## src/rtl/morse_pkg.sv

```systemverilog
// Shared types, character codes and the Morse code table for the decoder.
`timescale 1ns / 1ps

package morse_pkg;

    // Character codes seen on the input and produced on the output
    localparam logic [7:0] CHAR_TAB   = 8'd9;
    localparam logic [7:0] CHAR_CR    = 8'd13;
    localparam logic [7:0] CHAR_SPACE = 8'd32;
    localparam logic [7:0] CHAR_DASH  = 8'h2D;
    localparam logic [7:0] CHAR_DOT   = 8'h2E;
    localparam logic [7:0] GAP_CHAR   = 8'd32;
    localparam logic [7:0] ERROR_CHAR = 8'd0;

    // Longest code in the table
    localparam int CODE_MAX_LEN = 7;

    // Entries in the queue between classifier and executor
    localparam int QUEUE_DEPTH = 2;

    typedef struct packed {
        logic       hit;
        logic [7:0] ch;
    } lookup_t;

    // Key: symbol count and symbol bits, symbol i at bit i, dash = 1.
    function automatic lookup_t morse_lookup(input logic [2:0] len, input logic [6:0] bits);
        lookup_t res;
        res.hit = 1'b1;
        res.ch  = ERROR_CHAR;
        case ({len, bits})
            {3'd2, 7'd2}:  res.ch = "A";
            {3'd4, 7'd1}:  res.ch = "B";
            {3'd4, 7'd5}:  res.ch = "C";
            {3'd3, 7'd1}:  res.ch = "D";
            {3'd1, 7'd0}:  res.ch = "E";
            {3'd4, 7'd4}:  res.ch = "F";
            {3'd3, 7'd3}:  res.ch = "G";
            {3'd4, 7'd0}:  res.ch = "H";
            {3'd2, 7'd0}:  res.ch = "I";
            {3'd4, 7'd14}: res.ch = "J";
            {3'd3, 7'd5}:  res.ch = "K";
            {3'd4, 7'd2}:  res.ch = "L";
            {3'd2, 7'd3}:  res.ch = "M";
            {3'd2, 7'd1}:  res.ch = "N";
            {3'd3, 7'd7}:  res.ch = "O";
            {3'd4, 7'd6}:  res.ch = "P";
            {3'd4, 7'd11}: res.ch = "Q";
            {3'd3, 7'd2}:  res.ch = "R";
            {3'd3, 7'd0}:  res.ch = "S";
            {3'd1, 7'd1}:  res.ch = "T";
            {3'd3, 7'd4}:  res.ch = "U";
            {3'd4, 7'd8}:  res.ch = "V";
            {3'd3, 7'd6}:  res.ch = "W";
            {3'd4, 7'd9}:  res.ch = "X";
            {3'd4, 7'd13}: res.ch = "Y";
            {3'd4, 7'd3}:  res.ch = "Z";
            {3'd5, 7'd31}: res.ch = "0";
            {3'd5, 7'd30}: res.ch = "1";
            {3'd5, 7'd28}: res.ch = "2";
            {3'd5, 7'd24}: res.ch = "3";
            {3'd5, 7'd16}: res.ch = "4";
            {3'd5, 7'd0}:  res.ch = "5";
            {3'd5, 7'd1}:  res.ch = "6";
            {3'd5, 7'd3}:  res.ch = "7";
            {3'd5, 7'd7}:  res.ch = "8";
            {3'd5, 7'd15}: res.ch = "9";
            {3'd6, 7'd42}: res.ch = ".";
            {3'd6, 7'd51}: res.ch = ",";
            {3'd6, 7'd12}: res.ch = "?";
            {3'd6, 7'd30}: res.ch = 8'h27;
            {3'd6, 7'd53}: res.ch = "!";
            {3'd5, 7'd9}:  res.ch = "/";
            {3'd5, 7'd13}: res.ch = "(";
            {3'd6, 7'd45}: res.ch = ")";
            {3'd5, 7'd2}:  res.ch = "&";
            {3'd6, 7'd7}:  res.ch = ":";
            {3'd6, 7'd21}: res.ch = ";";
            {3'd5, 7'd17}: res.ch = "=";
            {3'd5, 7'd10}: res.ch = "+";
            {3'd6, 7'd33}: res.ch = "-";
            {3'd6, 7'd44}: res.ch = "_";
            {3'd6, 7'd18}: res.ch = 8'h22;
            {3'd7, 7'd72}: res.ch = "$";
            {3'd6, 7'd22}: res.ch = "@";
            default:
            begin
                res.hit = 1'b0;
                res.ch  = ERROR_CHAR;
            end
        endcase
        return res;
    endfunction

endpackage

```

## src/rtl/morse_front.sv

```systemverilog
// Input side: classify characters, build the pending pattern, queue separators.
`timescale 1ns / 1ps

module morse_front #(
    parameter int MAX_SYMBOLS = 7,
    parameter int LEN_W       = $clog2(MAX_SYMBOLS + 1)
) (
    input  logic                   clk,
    input  logic                   rst_n,
    input  logic                   in_valid,
    output logic                   in_ready,
    input  logic [7:0]             in_char,
    input  logic                   in_eom,
    input  logic                   in_flush,
    output logic                   sep_valid,
    input  logic                   sep_ready,
    output logic [MAX_SYMBOLS-1:0] sep_bits,
    output logic [LEN_W-1:0]       sep_len,
    output logic                   sep_invalid,
    output logic                   sep_two
);
    import morse_pkg::*;

    localparam int IDX_W = $clog2(MAX_SYMBOLS);

    logic [MAX_SYMBOLS-1:0] pattern_bits_reg, pattern_bits_next;
    logic [LEN_W-1:0]       pattern_len_reg, pattern_len_next;
    logic                   pattern_invalid_reg, pattern_invalid_next;

    logic                   is_space;
    logic                   is_symbol;
    logic                   accept;
    logic [MAX_SYMBOLS-1:0] after_bits;
    logic [LEN_W-1:0]       after_len;
    logic                   after_invalid;

    assign is_space  = (in_char == CHAR_SPACE) || ((in_char >= CHAR_TAB) && (in_char <= CHAR_CR));
    assign is_symbol = !in_flush && !is_space;
    assign in_ready  = sep_ready;
    assign accept    = in_valid && in_ready;

    // Pattern after this item's character, before any separator
    always_comb
    begin
        after_bits    = pattern_bits_reg;
        after_len     = pattern_len_reg;
        after_invalid = pattern_invalid_reg;
        if (is_symbol)
        begin
            if (pattern_len_reg >= LEN_W'(MAX_SYMBOLS))
            begin
                after_invalid = 1'b1;
            end
            else
            begin
                if (in_char == CHAR_DASH)
                begin
                    after_bits[pattern_len_reg[IDX_W-1:0]] = 1'b1;
                end
                else if (in_char != CHAR_DOT)
                begin
                    after_invalid = 1'b1;
                end
                after_len = pattern_len_reg + LEN_W'(1);
            end
        end
    end

    assign sep_valid   = in_valid && (in_eom || (!in_flush && is_space));
    assign sep_bits    = after_bits;
    assign sep_len     = after_len;
    assign sep_invalid = after_invalid;
    assign sep_two     = !in_flush && is_space && in_eom;

    always_comb
    begin
        pattern_bits_next    = pattern_bits_reg;
        pattern_len_next     = pattern_len_reg;
        pattern_invalid_next = pattern_invalid_reg;
        if (accept)
        begin
            if (sep_valid)
            begin
                pattern_bits_next    = '0;
                pattern_len_next     = '0;
                pattern_invalid_next = 1'b0;
            end
            else
            begin
                pattern_bits_next    = after_bits;
                pattern_len_next     = after_len;
                pattern_invalid_next = after_invalid;
            end
        end
    end

    always_ff @(posedge clk or negedge rst_n)
    begin
        if (!rst_n)
        begin
            pattern_bits_reg    <= '0;
            pattern_len_reg     <= '0;
            pattern_invalid_reg <= 1'b0;
        end
        else
        begin
            pattern_bits_reg    <= pattern_bits_next;
            pattern_len_reg     <= pattern_len_next;
            pattern_invalid_reg <= pattern_invalid_next;
        end
    end

    // An invalid mark always comes with at least one pending symbol
    a_invalid_has_symbols: assert property (@(posedge clk) disable iff (!rst_n)
        pattern_invalid_reg |-> (pattern_len_reg != '0))
        else $error("invalid pattern with no pending symbols");

endmodule

```

## src/rtl/morse_queue.sv

```systemverilog
// Short FIFO of separator entries between classifier and executor.
`timescale 1ns / 1ps

module morse_queue #(
    parameter int DATA_W = 12
) (
    input  logic              clk,
    input  logic              rst_n,
    input  logic              push_valid,
    output logic              push_ready,
    input  logic [DATA_W-1:0] push_data,
    output logic              head_valid,
    input  logic              pop,
    output logic [DATA_W-1:0] head_data
);
    import morse_pkg::*;

    localparam int PTR_W = (QUEUE_DEPTH > 1) ? $clog2(QUEUE_DEPTH) : 1;
    localparam int CNT_W = $clog2(QUEUE_DEPTH + 1);

    logic [DATA_W-1:0] slot_reg [QUEUE_DEPTH];
    logic [PTR_W-1:0]  wr_ptr_reg, wr_ptr_next;
    logic [PTR_W-1:0]  rd_ptr_reg, rd_ptr_next;
    logic [CNT_W-1:0]  count_reg, count_next;
    logic              do_push;
    logic              do_pop;

    assign push_ready = (count_reg != CNT_W'(QUEUE_DEPTH));
    assign head_valid = (count_reg != '0);
    assign head_data  = slot_reg[rd_ptr_reg];
    assign do_push    = push_valid && push_ready;
    assign do_pop     = pop && head_valid;

    always_comb
    begin
        wr_ptr_next = wr_ptr_reg;
        rd_ptr_next = rd_ptr_reg;
        count_next  = count_reg;
        if (do_push)
        begin
            wr_ptr_next = (wr_ptr_reg == PTR_W'(QUEUE_DEPTH - 1)) ? '0 : wr_ptr_reg + PTR_W'(1);
        end
        if (do_pop)
        begin
            rd_ptr_next = (rd_ptr_reg == PTR_W'(QUEUE_DEPTH - 1)) ? '0 : rd_ptr_reg + PTR_W'(1);
        end
        if (do_push && !do_pop)
        begin
            count_next = count_reg + CNT_W'(1);
        end
        else if (do_pop && !do_push)
        begin
            count_next = count_reg - CNT_W'(1);
        end
    end

    always_ff @(posedge clk)
    begin
        if (do_push)
        begin
            slot_reg[wr_ptr_reg] <= push_data;
        end
    end

    always_ff @(posedge clk or negedge rst_n)
    begin
        if (!rst_n)
        begin
            wr_ptr_reg <= '0;
            rd_ptr_reg <= '0;
            count_reg  <= '0;
        end
        else
        begin
            wr_ptr_reg <= wr_ptr_next;
            rd_ptr_reg <= rd_ptr_next;
            count_reg  <= count_next;
        end
    end

    a_count_bound: assert property (@(posedge clk) disable iff (!rst_n)
        count_reg <= CNT_W'(QUEUE_DEPTH))
        else $error("queue count beyond depth");

endmodule

```

## src/rtl/morse_back.sv

```systemverilog
// Output side: look up queued patterns and drive the result register.
`timescale 1ns / 1ps

module morse_back #(
    parameter int MAX_SYMBOLS = 7,
    parameter int LEN_W       = $clog2(MAX_SYMBOLS + 1)
) (
    input  logic                   clk,
    input  logic                   rst_n,
    input  logic                   head_valid,
    input  logic [MAX_SYMBOLS-1:0] head_bits,
    input  logic [LEN_W-1:0]       head_len,
    input  logic                   head_invalid,
    input  logic                   head_two,
    output logic                   pop,
    output logic                   out_valid,
    input  logic                   out_ready,
    output logic [7:0]             out_char,
    output logic                   out_error,
    output logic                   out_last
);
    import morse_pkg::*;

    logic       out_valid_reg, out_valid_next;
    logic [7:0] out_char_reg, out_char_next;
    logic       out_error_reg, out_error_next;
    logic       out_last_reg, out_last_next;
    logic       phase_reg, phase_next;

    lookup_t    hit;
    logic       fits;
    logic       load;
    logic [7:0] res_char;
    logic       res_error;
    logic       res_last;

    assign fits = (head_len <= LEN_W'(CODE_MAX_LEN));
    assign hit  = morse_lookup(head_len[2:0], head_bits[6:0]);
    assign load = head_valid && (!out_valid_reg || out_ready);

    always_comb
    begin
        res_char  = GAP_CHAR;
        res_error = 1'b0;
        res_last  = 1'b1;
        if (!phase_reg)
        begin
            res_last = !head_two;
            if (head_len == '0)
            begin
                res_char = GAP_CHAR;
            end
            else if (head_invalid || !fits || !hit.hit)
            begin
                res_char  = ERROR_CHAR;
                res_error = 1'b1;
            end
            else
            begin
                res_char = hit.ch;
            end
        end
    end

    // Second result of a pair is always the gap; hold the entry until then
    assign pop = load && (phase_reg || !head_two);

    always_comb
    begin
        out_valid_next = out_valid_reg;
        out_char_next  = out_char_reg;
        out_error_next = out_error_reg;
        out_last_next  = out_last_reg;
        phase_next     = phase_reg;
        if (load)
        begin
            out_valid_next = 1'b1;
            out_char_next  = res_char;
            out_error_next = res_error;
            out_last_next  = res_last;
            phase_next     = !phase_reg && head_two;
        end
        else if (out_ready)
        begin
            out_valid_next = 1'b0;
        end
    end

    always_ff @(posedge clk or negedge rst_n)
    begin
        if (!rst_n)
        begin
            out_valid_reg <= 1'b0;
            out_last_reg  <= 1'b0;
            phase_reg     <= 1'b0;
        end
        else
        begin
            out_valid_reg <= out_valid_next;
            out_last_reg  <= out_last_next;
            phase_reg     <= phase_next;
        end
    end

    always_ff @(posedge clk)
    begin
        out_char_reg  <= out_char_next;
        out_error_reg <= out_error_next;
    end

    assign out_valid = out_valid_reg;
    assign out_char  = out_char_reg;
    assign out_error = out_error_reg;
    assign out_last  = out_last_reg;

    a_phase_holds_entry: assert property (@(posedge clk) disable iff (!rst_n)
        phase_reg |-> (head_valid && head_two))
        else $error("second result pending without its entry");

    a_pair_completes: assert property (@(posedge clk) disable iff (!rst_n)
        (out_valid_reg && !out_last_reg) |=> out_valid_reg)
        else $error("first of a result pair not followed by the second");

endmodule

```

## src/rtl/morse_decoder.sv

```systemverilog
// Top level of the Morse text decoder: classifier, queue and lookup stage.
//
// Usage
//   Input channel s_axis: one item per text character. tdata is the ASCII
//   character, tlast marks the end of a message (a final separator follows
//   the character), tuser set means the item carries no character, only the
//   end marker. Dots and dashes build a pending pattern; whitespace or the
//   end of a message decodes it.
//   Output channel m_axis: tdata is the decoded character (space for a gap,
//   zero for an unknown or malformed pattern), tuser flags that error, and
//   tlast marks the last result caused by one input item.
//   A result goes from the accepted item into the queue, then through the
//   table lookup into the output register. Throughput: one item per cycle
//   while the queue has room. An item with two results (whitespace at the
//   end of a message) keeps its queue entry until the second result, the
//   gap, is loaded; items that give no result pass straight through the
//   classifier.
//   Reset clears the pending pattern, the queue and the output valid and last.
//   When the receiver stalls, the result waits in the output register, the
//   two-entry queue keeps taking items until full, then s_axis_tready drops.
`timescale 1ns / 1ps

module morse_decoder #(
    parameter int MAX_SYMBOLS = 7
) (
    input  logic       clk,
    input  logic       rst_n,
    input  logic       s_axis_tvalid,
    output logic       s_axis_tready,
    input  logic [7:0] s_axis_tdata,   // [7:0] symbol_char
    input  logic       s_axis_tlast,   // end_of_message
    input  logic       s_axis_tuser,   // [0] flush_only
    output logic       m_axis_tvalid,
    input  logic       m_axis_tready,
    output logic [7:0] m_axis_tdata,   // [7:0] decoded_char
    output logic       m_axis_tlast,   // last_of_run
    output logic       m_axis_tuser    // [0] pattern_error
);
    import morse_pkg::*;

    localparam int LEN_W   = $clog2(MAX_SYMBOLS + 1);
    localparam int ENTRY_W = MAX_SYMBOLS + LEN_W + 2;

    // Separator entry from the classifier
    logic                   sep_valid;
    logic                   sep_ready;
    logic [MAX_SYMBOLS-1:0] sep_bits;
    logic [LEN_W-1:0]       sep_len;
    logic                   sep_invalid;
    logic                   sep_two;

    // Queue head toward the lookup stage
    logic                   head_valid;
    logic                   head_pop;
    logic [ENTRY_W-1:0]     head_data;
    logic [ENTRY_W-1:0]     push_data;

    // Classify characters and keep the pending pattern
    morse_front #(
        .MAX_SYMBOLS (MAX_SYMBOLS),
        .LEN_W       (LEN_W)
    ) u_front (
        .clk         (clk),
        .rst_n       (rst_n),
        .in_valid    (s_axis_tvalid),
        .in_ready    (s_axis_tready),
        .in_char     (s_axis_tdata),
        .in_eom      (s_axis_tlast),
        .in_flush    (s_axis_tuser),
        .sep_valid   (sep_valid),
        .sep_ready   (sep_ready),
        .sep_bits    (sep_bits),
        .sep_len     (sep_len),
        .sep_invalid (sep_invalid),
        .sep_two     (sep_two)
    );

    // Pack entry: two-result flag on top, pattern bits at the bottom
    assign push_data = {sep_two, sep_invalid, sep_len, sep_bits};

    morse_queue #(
        .DATA_W (ENTRY_W)
    ) u_queue (
        .clk        (clk),
        .rst_n      (rst_n),
        .push_valid (sep_valid),
        .push_ready (sep_ready),
        .push_data  (push_data),
        .head_valid (head_valid),
        .pop        (head_pop),
        .head_data  (head_data)
    );

    // Look up the pattern and drive the output register
    morse_back #(
        .MAX_SYMBOLS (MAX_SYMBOLS),
        .LEN_W       (LEN_W)
    ) u_back (
        .clk          (clk),
        .rst_n        (rst_n),
        .head_valid   (head_valid),
        .head_bits    (head_data[MAX_SYMBOLS-1:0]),
        .head_len     (head_data[MAX_SYMBOLS+LEN_W-1:MAX_SYMBOLS]),
        .head_invalid (head_data[ENTRY_W-2]),
        .head_two     (head_data[ENTRY_W-1]),
        .pop          (head_pop),
        .out_valid    (m_axis_tvalid),
        .out_ready    (m_axis_tready),
        .out_char     (m_axis_tdata),
        .out_error    (m_axis_tuser),
        .out_last     (m_axis_tlast)
    );

endmodule

```

## config.mk

```make
export PLATFORM = sky130hd
export DESIGN_NAME = morse_decoder
export DESIGN_NICKNAME = d
export VERILOG_FILES = /design/src/rtl/morse_pkg.sv /design/src/rtl/morse_front.sv /design/src/rtl/morse_queue.sv /design/src/rtl/morse_back.sv /design/src/rtl/morse_decoder.sv
export SDC_FILE = /design/constraint.sdc
export NUM_CORES = 1
export LEC_CHECK = 0
export ABC_AREA = 0
export BUFFER_PORTS_ARGS = -buffer_cell sky130_fd_sc_hd__buf_4
export CORE_ASPECT_RATIO = 1.4
export CORE_MARGIN = 1.5
export CORE_UTILIZATION = 61
export DETAILED_ROUTE_END_ITERATION = 7
export GPL_TIMING_DRIVEN = 0
export PLACE_DENSITY = 0.9
export SLEW_MARGIN = 20
export SYNTH_ARGS = -nofsm -noshare
export SYNTH_HDL_FRONTEND = slang
export SYNTH_SLANG_ARGS = --single-unit
```

## constraint.sdc

```tcl
create_clock -name clk -period 4.1 [get_ports clk]
set_input_delay 0.615 -clock clk [delete_from_list [all_inputs] [get_ports clk]]
set_output_delay 0.615 -clock clk [all_outputs]
set_load 0.02 [all_outputs]
```

== Yosys cells after proc, flatten, opt, wreduce, memory -nomap -nowiden ==
Memory sizes are Yosys's and may differ from the RTL's.
Index checks and enable logic that the tools add are counted.
Cells by class
  add/subtract/negate cells: 5
  magnitude comparators: 6
  bitwise logic cells: 1
  multiplexer cells: 27
  reductions and logical operators: 36
  eq/ne operators: 58
Operators by type and width (count)
  $eq 10x10->1 const B: 40
  $pmux 7 s54: 1
  $eq 10x9->1 const B: 12
  $reduce_or 54->1: 1
  $mux 7: 4
  $eq 10x8->1 const B: 2
  $eq 8x6->1 const B: 2
  $mux 1: 15
  $logic_and 1x1->1: 14
  $logic_not 1->1: 9
  $mux 3: 3
  $ge 8x4->1 const B: 1
  $le 8x4->1 const B: 1
  $ne 8x6->1 const B: 1
  $or 7x7->7: 1
  $logic_or 1x1->1: 6
  $mux 6: 1
  $reduce_bool 2->1: 3
  $lt 3x4->1 const B: 1
  $mux 2: 2
  $add 3x1->3 const B: 1
  $demux 1 s3: 1
  $ge 3x1->1 const B: 1
  $ge 3x3->1 const B: 1
  other kinds (8): 9
Word-level totals
  logic and storage cells: 146
  register bits: 26
  bits of input ports: 14
  output and inout bits: 12
  memories: 1
  memory bits (writable): 24
Memories
  u_queue.slot_reg: words 2, width 12, read ports 1, clocked after Yosys merged registers in 0, write ports 1, line morse_queue.sv:21  | logic [DATA_W-1:0] slot_reg [QUEUE_DEPTH];

== Depth between registers and ports, before layout ==
  depth in word-level cells: 11
  depth in mapped cells: 10
  gate-level depth less buffers: 10

== Cells and area by module ==
Synthesis repeated with hierarchy kept, for this count alone.
Second synthesis, totals
  cell total of the unflattened synthesis: 382
  area, all modules: 3631.0 um^2
By module, submodules not included
  morse_back: seq. area each 315.3 um^2, instances 1, cells an instance 233, area an instance 1711.6 um^2
  morse_queue: seq. area each 820.8 um^2, instances 1, cells an instance 55, area an instance 1078.5 um^2
  morse_front: seq. area each 275.3 um^2, instances 1, cells an instance 94, area an instance 840.8 um^2

== Least setup slack after synthesis ==
Ideal clock, no wire load.
  kind: input port to flip-flop
  from: input s_axis_tdata[3]
  to: memory u_queue.slot_reg[0][0] (enable)
  setup slack: 1.010 ns
  buffers on the path: 0
  data arrival time: 2.694 ns
  stages: 6
  cell sequence: or4b_2 > a21oi_1 > o21ai_0 > nor2_1 > nor2_1 > nor3_1
On the way
  word-level cells in the longest chain between the ends: 9
  elaborated cells between the ends (all ways): 11
  classes of those cells: order compare (2); eq/ne (1); mux (2); reduce/logical (6)
RTL lines
  start, declared: line morse_decoder.sv:30  | input logic [7:0] s_axis_tdata,
  $ge 8x4->1 or $le 8x4->1 (tied branches): line morse_front.sv:37  | assign is_space = (in_char == CHAR_SPACE) || ((in_char >= CHAR_TAB) && (in_char <= CHAR_CR));
  $logic_and 1x1->1: line morse_front.sv:37
  $logic_or 1x1->1 (*): line morse_front.sv:37
  $logic_and 1x1->1 (*): line morse_front.sv:69  | assign sep_valid = in_valid && (in_eom || (!in_flush && is_space));
  $logic_or 1x1->1 (*): line morse_front.sv:69
  $logic_and 1x1->1 (*): line morse_front.sv:69
  $logic_and 1x1->1 (*): line morse_queue.sv:31  | assign do_push = push_valid && push_ready;
  $mux 1 (*): line morse_queue.sv:59  | if (do_push)
  $mux 1 (not written as such) (*): line morse_queue.sv:61  | slot_reg[wr_ptr_reg] <= push_data;
  end, declared: line morse_queue.sv:21
Every way passes the cells marked *; elsewhere a longest branch is shown, timed or not.

== Worst setup path after layout ==
  from: register u_queue.rd_ptr_reg
  to: register u_back.out_char_reg[3], in the netlist u_back.out_char[3], data pin
On the way
  word-level cells in the longest chain between the ends: 7
  elaborated cells between the ends (all ways): 65
  classes of those cells: order compare (1); eq/ne (54); mux (2); reduce/logical (7); memory (1)
RTL lines
  start, declared: line morse_queue.sv:23  | logic [PTR_W-1:0] rd_ptr_reg, rd_ptr_next;
  start signal, assigned: line morse_queue.sv:76  | rd_ptr_reg <= rd_ptr_next;
  $mem_v2 2x12 (*)
  $eq 10x9->1, or another cell as far along: line morse_pkg.sv:31  | case ({len, bits})
  $reduce_or 54->1 (no line)
  $mux 1: line morse_pkg.sv:31
  $logic_not 1->1: line morse_back.sv:53  | else if (head_invalid || !fits || !hit.hit)
  $logic_or 1x1->1: line morse_back.sv:53
  $reduce_or 3->1 (no line)
  end signal, assigned: line morse_back.sv:107  | out_char_reg <= out_char_next;
  end, declared: line morse_back.sv:25  | logic [7:0] out_char_reg, out_char_next;
Marked as above.
A chain may end at the register's enable or synchronous reset.

==> flow_metrics.py <==
metrics = {
    "place": {
        "gp_congestion": 0.9906,
        "place_ws_ns": 0.8526,
        "io_buffers": 24,
        "hpwl_mm": 7.079,
        "dp_cells": 434,
    },
    "route": {
        "via_count": 3052,
        "avgRoutedWirePerCell_um": 20.81,
        "ant_nets": 0,
        "drt_pass1_iterations": 5,
        "viasPerCell": 6.905,
        "drc": 0,
        "drtIter0Drc": 380,
        "drt-total-wl_mm": 9.197,
    },
    "clock_network": {
        "post_cts_buffers": 0,
        "htreeDepth": 2,
        "clockBufferDepth": 2,
        "cts_tree": "done",
        "cts_hold_buffers": 0,
        "clkTransAtPathRegs_ns": 0.10,
        "clockRootBuffer": "clkbuf_8",
        "cts_resized": 0,
        "clkLatencyLatePin_ns": 0.31,
        "numCtsBuffers": 5,
        "clock-sinks": 50,
    },
    "cells_and_area": {
        "drive_gt1_frac": 0.1755,
        "largest_reg_flops": 24,
        "syn_to_final_growth_pct": 10.81,
        "antenna_cells": 0,
        "final_cells": 442,
        "final_nets": 392,
        "postLayoutCoreUtil": 0.7102,
        "n_fill_cell": 401,
    },
    "yosys": {
        "synth_edf_count": 32,
        "netlist_area_mm2": 0.003356,
        "ys_types": 64,
        "synth.ff_latch_count": 50,
        "yosysTopAreaCell": "edfxtp_1",
        "synth_top_area_share": 0.2864,
        "avgSynthCellArea_um2": 9.783,
        "ys_seq_area_frac": 0.4206,
        "yosysMostFrequentCell": "nand2_1",
        "syn_inst": 343,
        "synth_area_leaders": "edfxtp_1 29%, dfrtp_1 13%, nand2_1 4.8%",
        "synth_commonest_cells": "43 x nand2_1, 32 x edfxtp_1, 20 x nand3_1",
        "async_reset_ff_frac": 0.3600,
        "syn_nets": 360,
        "yosys_warnings": 0,
        "yosys_most_used_dff": "edfxtp_1",
    },
    "setup_path": {
        "crit_required_ns": 4.16,
        "cp_max_fo": 10,
        "critPathArrivalTime_ns": 3.22,
        "slowest_delay_ns": 0.50,
        "timing.rr.end": "u_back.out_char[3]",
        "crit_type": "reg -> reg",
        "critical_path.slowest_cell": "nor3_1",
        "r2r_cells": 9,
        "crit_chain": "or3b_1, clkbuf_1, a222oi_1, buf_2, a32oi_1, o221ai_1, nor3_1, a31oi_4, o41a_1",
        "worstSetupEndpointType": "flop",
        "startpoint_type": "flop",
        "rrSetupSlack_ns": 0.93,
        "timing.rr.start": "u_queue.rd_ptr_reg",
    },
    "global_route": {
        "grt_max_degree": 19,
        "grt_pass1_wl_mm": 14.82,
        "grt_overflow_total": 0,
        "antenna_found_initial": 0,
        "grt_pass1_vias": 3036,
        "grt_use_total": 0.3290,
    },
    "sta": {
        "max_slew_margin": 0.2828,
        "fmax_mhz": 315.9,
        "fin_ws_ns": 0.9347,
        "final_max_slew_viol_count": 0,
        "finalCritPeriodShare": 0.7720,
        "worstMarginPinSlew_ns": 1.076,
        "rsz0062_at_grt": "no",
        "hold_viol": 0,
        "fin_skew_ns": 0.006014,
        "period_needed_ns": 3.165,
        "setup_violations": 0,
        "tns_ns": 0,
    },
    "floorplanning": {
        "dieWidth_um": 65.69,
        "dieArea_mm2": 0.005962,
        "initial_core_util": 0.6409,
        "die_h_um": 90.76,
        "std_cell_rows": 31,
        "ioPinCount": 26,
        "fp.coreArea_mm2": 0.005236,
    },
    "power_and_ir_drop": {
        "irDropWorstVdd_v": 0.0003351,
        "power_density_mw_per_mm2": 501.6,
        "leakage_nw": 1.426,
    },
    "worst_hold_path": {
        "hold_class": "in -> async",
    },
    "run_status": {
        "status": "finished, final reports clean",
    },
    "job": {
        "cap_violations": 0,
    },
}
power breakdown:
part | internal (mW) | switching (mW) | leakage (nW)
clock | 0.121 | 0.171 | 0.0374
combinational | 0.288 | 0.524 | 0.855
sequential | 0.673 | 0.0887 | 0.533
total | 1.08 | 0.784 | 1.43
worst max-delay path by stage:
stage	slack (ns)	startpoint	end	cells past startpoint
after floorplan	1.01	s_axis_tdata[3]	u_queue.slot_reg[0][0]	6
after global routing	0.70	u_queue.rd_ptr_reg	u_back.out_char[2]	9
final	0.93	u_queue.rd_ptr_reg	u_back.out_char[3]	9
after global placement	0.52	s_axis_tdata[3]	u_queue.slot_reg[0][1]	7
after CTS	1.06	u_queue.rd_ptr_reg	u_back.out_char[3]	9
after detailed placement	0.85	s_axis_tdata[3]	u_queue.slot_reg[1][1]	8
routing by layer:
layer	global-route usage	routed length, um	vias up
met5	0	0	-
met4	0.2240	656	0
met3	0.04489	524	50
met2	0.5606	4764	140
met1	0.3680	3251	1430
li1	-	-	1432
final cells by class:
type | count | area, um2 | area share
sequential | 50 | 1411 | 0.3795
inverter | 6 | 22.52 | 0.006057
clock inverter | 2 | 15.01 | 0.004038
tap | 66 | 82.58 | 0.02221
buffer | 18 | 81.33 | 0.02187
clock buffer | 6 | 72.57 | 0.01952
multi-input combinational | 269 | 1846 | 0.4963
timing repair buffer | 25 | 187.7 | 0.05047
cells in the final DEF (no fill, tap or decap), types with 7 or more instances in the layout:
cell type,count
nand2_1,43
edfxtp_1,32
a222oi_1,9
a21oi_1,12
nor2_1,14
clkbuf_1,10
nand3_1,20
buf_2,8
a21boi_0,9
or3b_2,7
nand3b_1,14
a22oi_1,15
dfrtp_1,18
o21ai_0,16
buf_4,26
metrics by stage:
| step | area [um2] | power [mW] | hold slack (ns) |
|---|---|---|---|
| final | 3719 | 1.865 | 0.1627 |
| after global routing | 3719 | 1.961 | 0.1793 |
| after CTS | 3719 | 1.849 | 0.1646 |
| after detailed placement | 3631 | 1.563 | 0.4878 |
| after global placement | 3618 | 1.532 | 0.4813 |
| after floorplan | 3356 | 1.301 | 0.3194 |
cell families after synthesis:
| kind of cell | count (synthesis) | synth area share |
|---|---|---|
| and+or+nand+nor | 139 | 0.2353 |
| other | 1 | 0.001117 |
| xor gates and xnor gates | 7 | 0.01827 |
| adders and majority gates | 3 | 0.01119 |
| buffers and inverters | 24 | 0.03095 |
| DFF | 50 | 0.4206 |
| muxes | 9 | 0.02871 |
| AOI/OAI and AO/OA | 110 | 0.2539 |
critical path, delay by kind of cell (launching register included):
| kind | cells | cell delay (ns) |
|---|---|---|
| flops | 1 | 0.45 |
| buf+inv | 2 | 0.52 |
| simple gates | 2 | 0.69 |
| compound gates | 5 | 1.26 |
Note: power is estimated with default switching activity, not from simulation.
